File: src/rtl/co2ul_pkg.sv
// Shared types, codes and frame helpers for the CO2 sensor UART link.
package co2ul_pkg;

    localparam int unsigned FRAME_LEN   = 9;
    localparam int unsigned POS_W       = $clog2(FRAME_LEN);
    localparam int unsigned TIMEOUT_W   = 16;
    localparam int unsigned TIME_W      = 32;

    localparam logic [POS_W-1:0] LAST_POS = POS_W'(FRAME_LEN - 1);

    localparam logic [7:0] FRAME_START  = 8'hFF;
    localparam logic [7:0] SENSOR_ADDR  = 8'h01;
    localparam logic [7:0] OP_READ      = 8'h86;
    localparam logic [7:0] OP_ABC       = 8'h79;
    localparam logic [7:0] OP_ZERO      = 8'h87;
    localparam logic [7:0] ABC_ON_CODE  = 8'hA0;

    localparam logic [TIMEOUT_W-1:0] TIMEOUT_RESET = TIMEOUT_W'(100);

    typedef enum logic [2:0] {
        CMD_REQ_READ = 3'd0,
        CMD_SET_ABC  = 3'd1,
        CMD_ZERO_CAL = 3'd2,
        CMD_RX_BYTE  = 3'd3,
        CMD_TIME_UPD = 3'd4
    } co2ul_cmd_t;

    typedef enum logic [1:0] {
        KIND_TX_BYTE = 2'd0,
        KIND_READING = 2'd1,
        KIND_FAILED  = 2'd2,
        KIND_BUSY    = 2'd3
    } co2ul_kind_t;

    typedef enum logic {
        CAUSE_CHECKSUM = 1'b0,
        CAUSE_TIMEOUT  = 1'b1
    } co2ul_cause_t;

    typedef struct packed {
        logic [2:0]        command;
        logic              abc_on;
        logic [7:0]        rx_byte;
        logic [TIME_W-1:0] now_ms;
    } co2ul_in_t;

    typedef struct packed {
        logic [1:0]  result_kind;
        logic [7:0]  tx_byte;
        logic        last_of_run;
        logic [15:0] co2_ppm;
        logic        fail_cause;
    } co2ul_out_t;

    // One pending result run: either a nine-byte frame or a single report.
    typedef struct packed {
        logic        is_frame;
        co2ul_kind_t kind;
        logic [7:0]  op_byte;
        logic [7:0]  b3;
        logic [15:0] ppm;
        logic        cause;
    } co2ul_desc_t;

    typedef struct packed {
        logic        valid;
        co2ul_desc_t desc;
    } co2ul_load_t;

    function automatic logic [7:0] frame_byte(input logic [7:0] op_byte,
                                              input logic [7:0] b3,
                                              input logic [POS_W-1:0] pos);
        logic [7:0] sum;
        logic [7:0] res;
        begin
            sum = SENSOR_ADDR + op_byte + b3;
            case (pos)
                POS_W'(0): res = FRAME_START;
                POS_W'(1): res = SENSOR_ADDR;
                POS_W'(2): res = op_byte;
                POS_W'(3): res = b3;
                LAST_POS:  res = 8'h00 - sum;
                default:   res = 8'h00;
            endcase
            return res;
        end
    endfunction

endpackage

File: src/rtl/co2ul_result_tx.sv
// Result stage: holds one result run and presents it beat by beat.
module co2ul_result_tx
    import co2ul_pkg::*;
(
    input  logic        aclk,
    input  logic        aresetn,
    input  co2ul_load_t load,
    output logic        can_load,
    output logic        m_valid,
    input  logic        m_ready,
    output co2ul_out_t  m_payload
);

    logic              out_valid_reg, out_valid_next;
    co2ul_desc_t       desc_reg, desc_next;
    logic [POS_W-1:0]  pos_reg, pos_next;
    logic              is_last;
    logic              take;

    assign is_last  = !desc_reg.is_frame || (pos_reg == LAST_POS);
    assign take     = out_valid_reg && m_ready;
    assign can_load = !out_valid_reg || (take && is_last);
    assign m_valid  = out_valid_reg;

    always_comb begin
        out_valid_next = out_valid_reg;
        desc_next      = desc_reg;
        pos_next       = pos_reg;
        if (take) begin
            if (is_last) begin
                out_valid_next = 1'b0;
            end else begin
                pos_next = pos_reg + POS_W'(1);
            end
        end
        if (load.valid && can_load) begin
            out_valid_next = 1'b1;
            desc_next      = load.desc;
            pos_next       = '0;
        end
    end

    always_comb begin
        m_payload = '0;
        if (desc_reg.is_frame) begin
            m_payload.result_kind = KIND_TX_BYTE;
            m_payload.tx_byte     = frame_byte(desc_reg.op_byte, desc_reg.b3, pos_reg);
            m_payload.last_of_run = (pos_reg == LAST_POS);
        end else begin
            m_payload.result_kind = desc_reg.kind;
            m_payload.last_of_run = 1'b1;
            m_payload.co2_ppm     = desc_reg.ppm;
            m_payload.fail_cause  = desc_reg.cause;
        end
    end

    always_ff @(posedge aclk) begin
        if (!aresetn) begin
            out_valid_reg <= 1'b0;
            pos_reg       <= '0;
        end else begin
            out_valid_reg <= out_valid_next;
            pos_reg       <= pos_next;
        end
        desc_reg <= desc_next;
    end

    a_pos_in_frame: assert property (@(posedge aclk) disable iff (!aresetn)
        out_valid_reg |-> (pos_reg <= LAST_POS))
        else $error("frame position ran past the checksum byte");

    a_single_at_start: assert property (@(posedge aclk) disable iff (!aresetn)
        (out_valid_reg && !desc_reg.is_frame) |-> (pos_reg == '0))
        else $error("single result advanced its position");

    a_hold_on_stall: assert property (@(posedge aclk) disable iff (!aresetn)
        (out_valid_reg && !m_ready) |=> (out_valid_reg && $stable(pos_reg)))
        else $error("result run moved while the receiver stalled");

endmodule

File: src/rtl/co2_sensor_uart_link.sv
// Top level of the host side of a nine-byte CO2 sensor UART link.
//
// Usage:
//   s_valid/s_ready/s_payload carry one command beat: request read, set
//   auto-baseline, zero calibrate, received UART byte or time update.
//   m_valid/m_ready/m_payload carry result beats: the nine bytes of a
//   transmit frame (last_of_run on the checksum byte), or one report
//   (reading, failure with cause, or busy refusal) with last_of_run set.
//   cfg_we/cfg_wdata write the reply timeout in milliseconds; write only
//   while the link is idle.
// Ordering: a taken beat lands in the input register, is decoded once the
//   result stage has room, and its first result beat is then registered there.
// Throughput: one command beat per cycle when each yields at most one
//   result and m_ready holds high; a frame holds the result stage for
//   nine output beats, during which at most one further command is held in in_reg.
// Reset (aresetn low, synchronous): no reply is awaited, the parser sits
//   at the hunt position, timeout returns to 100 ms, both channels empty.
// Receiver stall: the pending result beat holds; the input register fills
//   and then s_ready drops until the result stage drains.
module co2_sensor_uart_link
    import co2ul_pkg::*;
(
    input  logic                 aclk,
    input  logic                 aresetn,
    input  logic                 cfg_we,
    input  logic [TIMEOUT_W-1:0] cfg_wdata,
    input  logic                 s_valid,
    output logic                 s_ready,
    input  co2ul_in_t            s_payload,
    output logic                 m_valid,
    input  logic                 m_ready,
    output co2ul_out_t           m_payload
);

    // Input register
    logic      in_valid_reg, in_valid_next;
    co2ul_in_t in_reg, in_next;

    // Link state
    logic [TIMEOUT_W-1:0] timeout_reg;
    logic                 waiting_reg, waiting_next;
    logic [3:0]           count_reg, count_next;
    logic [7:0]           sum_reg, sum_next;
    logic [15:0]          value_reg, value_next;
    logic [TIME_W-1:0]    deadline_reg, deadline_next;

    co2ul_load_t  load;
    logic         can_load;
    logic         advance;
    logic [TIME_W-1:0] since_deadline;
    logic [7:0]   expect_ck;

    // Decode one command once the result stage has room for its run.
    assign advance = in_valid_reg && can_load;
    assign s_ready = !in_valid_reg || advance;

    always_comb begin
        in_valid_next = in_valid_reg;
        in_next       = in_reg;
        if (advance) begin
            in_valid_next = 1'b0;
        end
        if (s_valid && s_ready) begin
            in_valid_next = 1'b1;
            in_next       = s_payload;
        end
    end

    // Deadline is reached when now - deadline lies in the lower half range.
    assign since_deadline = in_reg.now_ms - deadline_reg;
    assign expect_ck      = 8'h00 - sum_reg;

    always_comb begin
        waiting_next  = waiting_reg;
        count_next    = count_reg;
        sum_next      = sum_reg;
        value_next    = value_reg;
        deadline_next = deadline_reg;
        load          = '0;
        load.desc.kind = KIND_TX_BYTE;
        if (advance) begin
            case (co2ul_cmd_t'(in_reg.command))
                CMD_REQ_READ: begin
                    if (waiting_reg) begin
                        // refuse: a reply is still outstanding
                        load.valid     = 1'b1;
                        load.desc.kind = KIND_BUSY;
                    end else begin
                        count_next    = '0;
                        sum_next      = '0;
                        value_next    = '0;
                        waiting_next  = 1'b1;
                        deadline_next = in_reg.now_ms + TIME_W'(timeout_reg);
                        load.valid         = 1'b1;
                        load.desc.is_frame = 1'b1;
                        load.desc.op_byte  = OP_READ;
                    end
                end
                CMD_SET_ABC: begin
                    load.valid         = 1'b1;
                    load.desc.is_frame = 1'b1;
                    load.desc.op_byte  = OP_ABC;
                    load.desc.b3       = in_reg.abc_on ? ABC_ON_CODE : 8'h00;
                end
                CMD_ZERO_CAL: begin
                    load.valid         = 1'b1;
                    load.desc.is_frame = 1'b1;
                    load.desc.op_byte  = OP_ZERO;
                end
                CMD_RX_BYTE: begin
                    // drop bytes while no reply is awaited
                    if (waiting_reg) begin
                        if (count_reg == 4'd0) begin
                            // hunt for the start byte
                            if (in_reg.rx_byte == FRAME_START) begin
                                count_next = 4'd1;
                                sum_next   = '0;
                                value_next = '0;
                            end
                        end else if (count_reg == 4'd1 && in_reg.rx_byte != OP_READ) begin
                            // wrong echo; a repeated start byte keeps the hunt here
                            count_next = (in_reg.rx_byte == FRAME_START) ? 4'd1 : 4'd0;
                        end else if (count_reg < 4'd8) begin
                            sum_next   = sum_reg + in_reg.rx_byte;
                            count_next = count_reg + 4'd1;
                            if (count_reg == 4'd2) begin
                                value_next[15:8] = in_reg.rx_byte;
                            end else if (count_reg == 4'd3) begin
                                value_next[7:0] = in_reg.rx_byte;
                            end
                        end else begin
                            // checksum byte closes the reply
                            waiting_next = 1'b0;
                            count_next   = '0;
                            load.valid   = 1'b1;
                            if (expect_ck != in_reg.rx_byte) begin
                                load.desc.kind  = KIND_FAILED;
                                load.desc.cause = CAUSE_CHECKSUM;
                            end else begin
                                load.desc.kind = KIND_READING;
                                load.desc.ppm  = value_reg;
                            end
                        end
                    end
                end
                CMD_TIME_UPD: begin
                    if (waiting_reg && !since_deadline[TIME_W-1]) begin
                        waiting_next    = 1'b0;
                        count_next      = '0;
                        load.valid      = 1'b1;
                        load.desc.kind  = KIND_FAILED;
                        load.desc.cause = CAUSE_TIMEOUT;
                    end
                end
                default: begin
                    // unknown codes give no result
                end
            endcase
        end
    end

    always_ff @(posedge aclk) begin
        if (!aresetn) begin
            in_valid_reg <= 1'b0;
            timeout_reg  <= TIMEOUT_RESET;
            waiting_reg  <= 1'b0;
            count_reg    <= '0;
            sum_reg      <= '0;
            value_reg    <= '0;
            deadline_reg <= '0;
        end else begin
            in_valid_reg <= in_valid_next;
            if (cfg_we) begin
                timeout_reg <= cfg_wdata;
            end
            waiting_reg  <= waiting_next;
            count_reg    <= count_next;
            sum_reg      <= sum_next;
            value_reg    <= value_next;
            deadline_reg <= deadline_next;
        end
        in_reg <= in_next;
    end

    co2ul_result_tx u_result_tx (
        .aclk      (aclk),
        .aresetn   (aresetn),
        .load      (load),
        .can_load  (can_load),
        .m_valid   (m_valid),
        .m_ready   (m_ready),
        .m_payload (m_payload)
    );

    a_idle_parser_home: assert property (@(posedge aclk) disable iff (!aresetn)
        !waiting_reg |-> (count_reg == 4'd0))
        else $error("reply parser left its hunt position with no reply awaited");

    a_count_range: assert property (@(posedge aclk) disable iff (!aresetn)
        count_reg <= 4'd8)
        else $error("reply byte count past the checksum position");

    a_input_held: assert property (@(posedge aclk) disable iff (!aresetn)
        (in_valid_reg && !can_load) |=> (in_valid_reg && $stable(in_reg)))
        else $error("waiting command beat lost or changed");

    a_load_has_room: assert property (@(posedge aclk) disable iff (!aresetn)
        load.valid |-> can_load)
        else $error("result run issued while the result stage was full");

endmodule

File: config.mk
export PLATFORM = sky130hd
export DESIGN_NAME = co2_sensor_uart_link
export DESIGN_NICKNAME = d
export VERILOG_FILES = /design/src/rtl/co2ul_pkg.sv /design/src/rtl/co2ul_result_tx.sv /design/src/rtl/co2_sensor_uart_link.sv
export SDC_FILE = /design/constraint.sdc
export NUM_CORES = 1
export LEC_CHECK = 0
export BUFFER_PORTS_ARGS = -buffer_cell sky130_fd_sc_hd__buf_2
export CORE_MARGIN = 2
export CORE_UTILIZATION = 25
export DETAILED_ROUTE_END_ITERATION = 10
export HOLD_SLACK_MARGIN = 0.1
export SYNTH_ARGS = -nofsm -noshare
export SYNTH_HDL_FRONTEND = slang
export SYNTH_SLANG_ARGS = --single-unit
File: constraint.sdc
create_clock -name aclk -period 4.9 [get_ports aclk]
set_clock_uncertainty 0.15 [all_clocks]
set_input_delay 0.735 -clock aclk [delete_from_list [all_inputs] [get_ports aclk]]
set_output_delay 0.735 -clock aclk [all_outputs]
set_load 0.005 [all_outputs]
==> key figures <==
Yosys
  – Leading cell types by count after synthesis: 83 x dfxtp_1, 83 x nand2_1, 77 x a21oi_1, 68 x edfxtp_1, 66 x ha_1
  – Post-Syn Instances: 868
  – Post-synth cell types: 69
  – Compound-Gate Fraction of Synth Area: 0.145
  – Simple-Gate Fraction of Synth Area: 0.183
  – Yosys top cell area share: 0.244
  – Syn Area/Cell: 9.62 um^2
  – Netlist Area Pre-Place: 8350 um^2
  – Most used flip-flop cell after synthesis: dfxtp_1
  – Largest family of logic cells by synthesized area: simple AND/OR/NAND/NOR gates
  – Yosys warning total: 0
  – Adder-Cell Fraction of Synth Area: 0.104
  – Leading area contributor after synthesis: edfxtp_1
  – Post-Synth XOR/XNOR Area: 0.0419
  – Synth async-reset ratio: 0
  – Number of synthesized flops with an enable pin: 68
  – Yosys reg bits: 151
  – Post-synth net total: 1001
  – Seq/Total Area, Yosys: 0.443
  – Synth area leaders: edfxtp_1 24%, dfxtp_1 20%, ha_1 9.9%
  – Mux contribution to synthesized area: 0.0431

Pwr
  – Int Power: 2.19 mW
  – Power Total: 3.05 mW
  – Pwr dens: 308 nW/um^2
  – P_sw: 0.862 mW
  – P_leak: 3.79 nW
  – Combinational Power Share: 0.099
  – Seq pwr share: 0.459
  – Sw frac: 0.283
  – Clock share of power: 0.442
  – Worst VDD drop: 0.258 mV

Floorplan
  – Row Count: 66
  – Die Y-Extent: 187 um
  – Die area: 34900 um^2
  – Die width: 187 um
  – Initial Utilization: 0.255
  – Core area: 32700 um^2
  – Top Ports: 95

Layout
  – Layout cell share with drive strength beyond 1: 0.152
  – Layout Nets: 1088
  – Max reg flops: 44
  – Antenna Cells: 0
  – Fillers: 3453
  – FF+latch area: 3700 um^2
  – Area growth syn-to-layout: 18.7%
  – Area of the multi-input gates: 4330 um^2
  – Final Instance Count excl. Fillers: 1410

Place
  – Post-DP HPWL: 14300 um
  – Placed Cells: 1378
  – Port Buffers: 94
  – Routability cong.: 0.813

Global routing
  – Vias in the first global route: 6368
  – First-pass GRT wire length: 32700 um
  – Largest net degree at the start of global routing: 61
  – Global route total overflow: 0
  – Overall Global Routing Usage: 0.117
  – Initial antenna violation count: 0

STA
  – # setup viols final: 0
  – Final Hold Fails: 0
  – Tcrit/Tclk final: 0.685
  – F_max: 298 MHz
  – Least-Margin Pin Slew: 0.864 ns
  – RSZ-0062 raised after global routing: false
  – Max-slew violation count: 0
  – Rel. slew slack: 0.424
  – Sum Neg Setup Slack: 0 ns
  – Tmin final: 3.36 ns

Clocking
  – Post-CTS Hold Fix Bufs: 0
  – Post-CTS Setup Bufs: 0
  – CTS Buf Count: 17
  – Max clock buf depth: 2
  – CTS tree: done
  – H-Tree Depth: 4
  – Clk pin slew, worst setup/hold paths: 0.07 ns
  – Clk_lat worst skew: 0.44 ns
  – CTS root buf: clkbuf_16
  – CTS resizes: 0
  – Clk sinks: 151

Critical path
  – Reg2reg start: in_reg[0]
  – Slowest CP cell: or4_1
  – Critical path cell sequence: ha_1 -> inv_1 -> fa_1 -> nor2b_1 -> o21a_1 -> o21ai_0 -> a21oi_1 -> o21ai_0 -> o21a_1 -> or4_1 -> a31oi_1
  – Max FO, Critical Path: 16
  – Critical path startpoint: in_reg[0]
  – CP max stage delay: 0.48 ns
  – CP Launch Type: flip-flop
  – Top delay family on crit path: compound AO/OA/AOI/OAI gates
  – Worst Path Arrival: 3.57 ns
  – WP buf/inv: 1
  – Req. time, crit path: 5.12 ns
  – Setup CP Type: flip-flop to flip-flop
  – Setup crit end kind: flip-flop

Run status
  – Status: complete, no violations

Route
  – Average wire per standard cell: 14.0 um
  – 1st-iter DRT viols: 360
  – Post-route ant nets: 0
  – Via density per instance: 4.57
  – Vias: 6448
  – Drt pass-1 iters: 4
  – Remaining routing DRC violations: 0
  – WL final: 19800 um

Hold path
  – Hold Startpoint: deadline_reg[6]
  – HP Class: flip-flop to flip-flop

Job
  – Maxcap violations: 0
[placed cells by master, fill, tap and decap left out, types with 5 or more instances in the layout]
cell type and instances:
xnor2_1 31, nand3b_1 5, o21bai_1 6, clkinv_8 6, nor2b_1 25, or3_1 7, a21o_1 10, o21a_1 9
and2_1 19, a21oi_1 77, o21ai_0 37, nand3_1 17, edfxtp_1 68, buf_2 94, nand2b_1 5, mux2i_1 36
clkbuf_16 17, and3_1 17, nor2_1 60, inv_1 50, xor2_1 9, ha_1 66, nor3_1 15, o211ai_1 5
dfxtp_1 83, buf_4 6, a31oi_1 11, nand2_1 83, nand4_1 15
[per-stage QoR]
step	utilization	hold slack [ns]	instance area, um^2	setup slack (ns)
floorplan	-	0.282	8350	1.31
global placement	0.284	0.288	9290	1.73
detailed placement	0.284	0.296	9290	1.58
CTS	0.303	0.296	9910	1.53
global route	0.303	0.287	9910	1.34
finish	0.303	0.303	9910	1.54
[worst min-delay path, stage by stage, from the launching register on]
cell	delay, ns
dfxtp_1	0.31
nand2_1	0.05
a21oi_1	0.05
[power by group through the flow]
stage	registers, mW	logic, mW	clock network [mW]
3_5_place_dp	1.43	0.304	0
3_3_place_gp	1.43	0.301	0
5_1_grt	1.41	0.343	1.45
6_report	1.40	0.303	1.35
4_1_cts	1.40	0.306	1.39
2_1_floorplan	1.41	0.217	0
[layout make-up]
class                           instances  share of cell area
Sequential cell                       151               0.374
Timing Repair Buffer                  100              0.0520
Tap cell                              442              0.0558
Clock inverter                         15              0.0196
Clock buffer                           17              0.0429
Inverter                               51              0.0193
Multi-Input combinational cell        634               0.437
[path summary, 6_finish.rpt]
| kind | to | slack [ns] | depth (start not counted) |
|---|---|---|---|
| worst max register to register | deadline_reg[28] | 1.54 | 11 |
| worst min register to register | deadline_reg[6] | 0.30 | 2 |
| worst min-delay path | deadline_reg[6] | 0.30 | 2 |
| worst max-delay path | deadline_reg[28] | 1.54 | 11 |
[cells by family after synthesis]
logic type               count (synthesis)
buffers and inverters                   83
XOR/XNOR                                40
multiplexers                            36
adder cells (fa/ha/maj)                 68
flip-flops                             151
AO/OA/AOI/OAI                          193
AND/OR/NAND/NOR                        297
[routing by layer]
metal,part of all wire,track usage
met2,0.45,0.188
met1,0.50,0.157
met4,0.0082,0.0284
met3,0.041,0.0286
met5,0,0
Power figures use the tool's default switching activity.
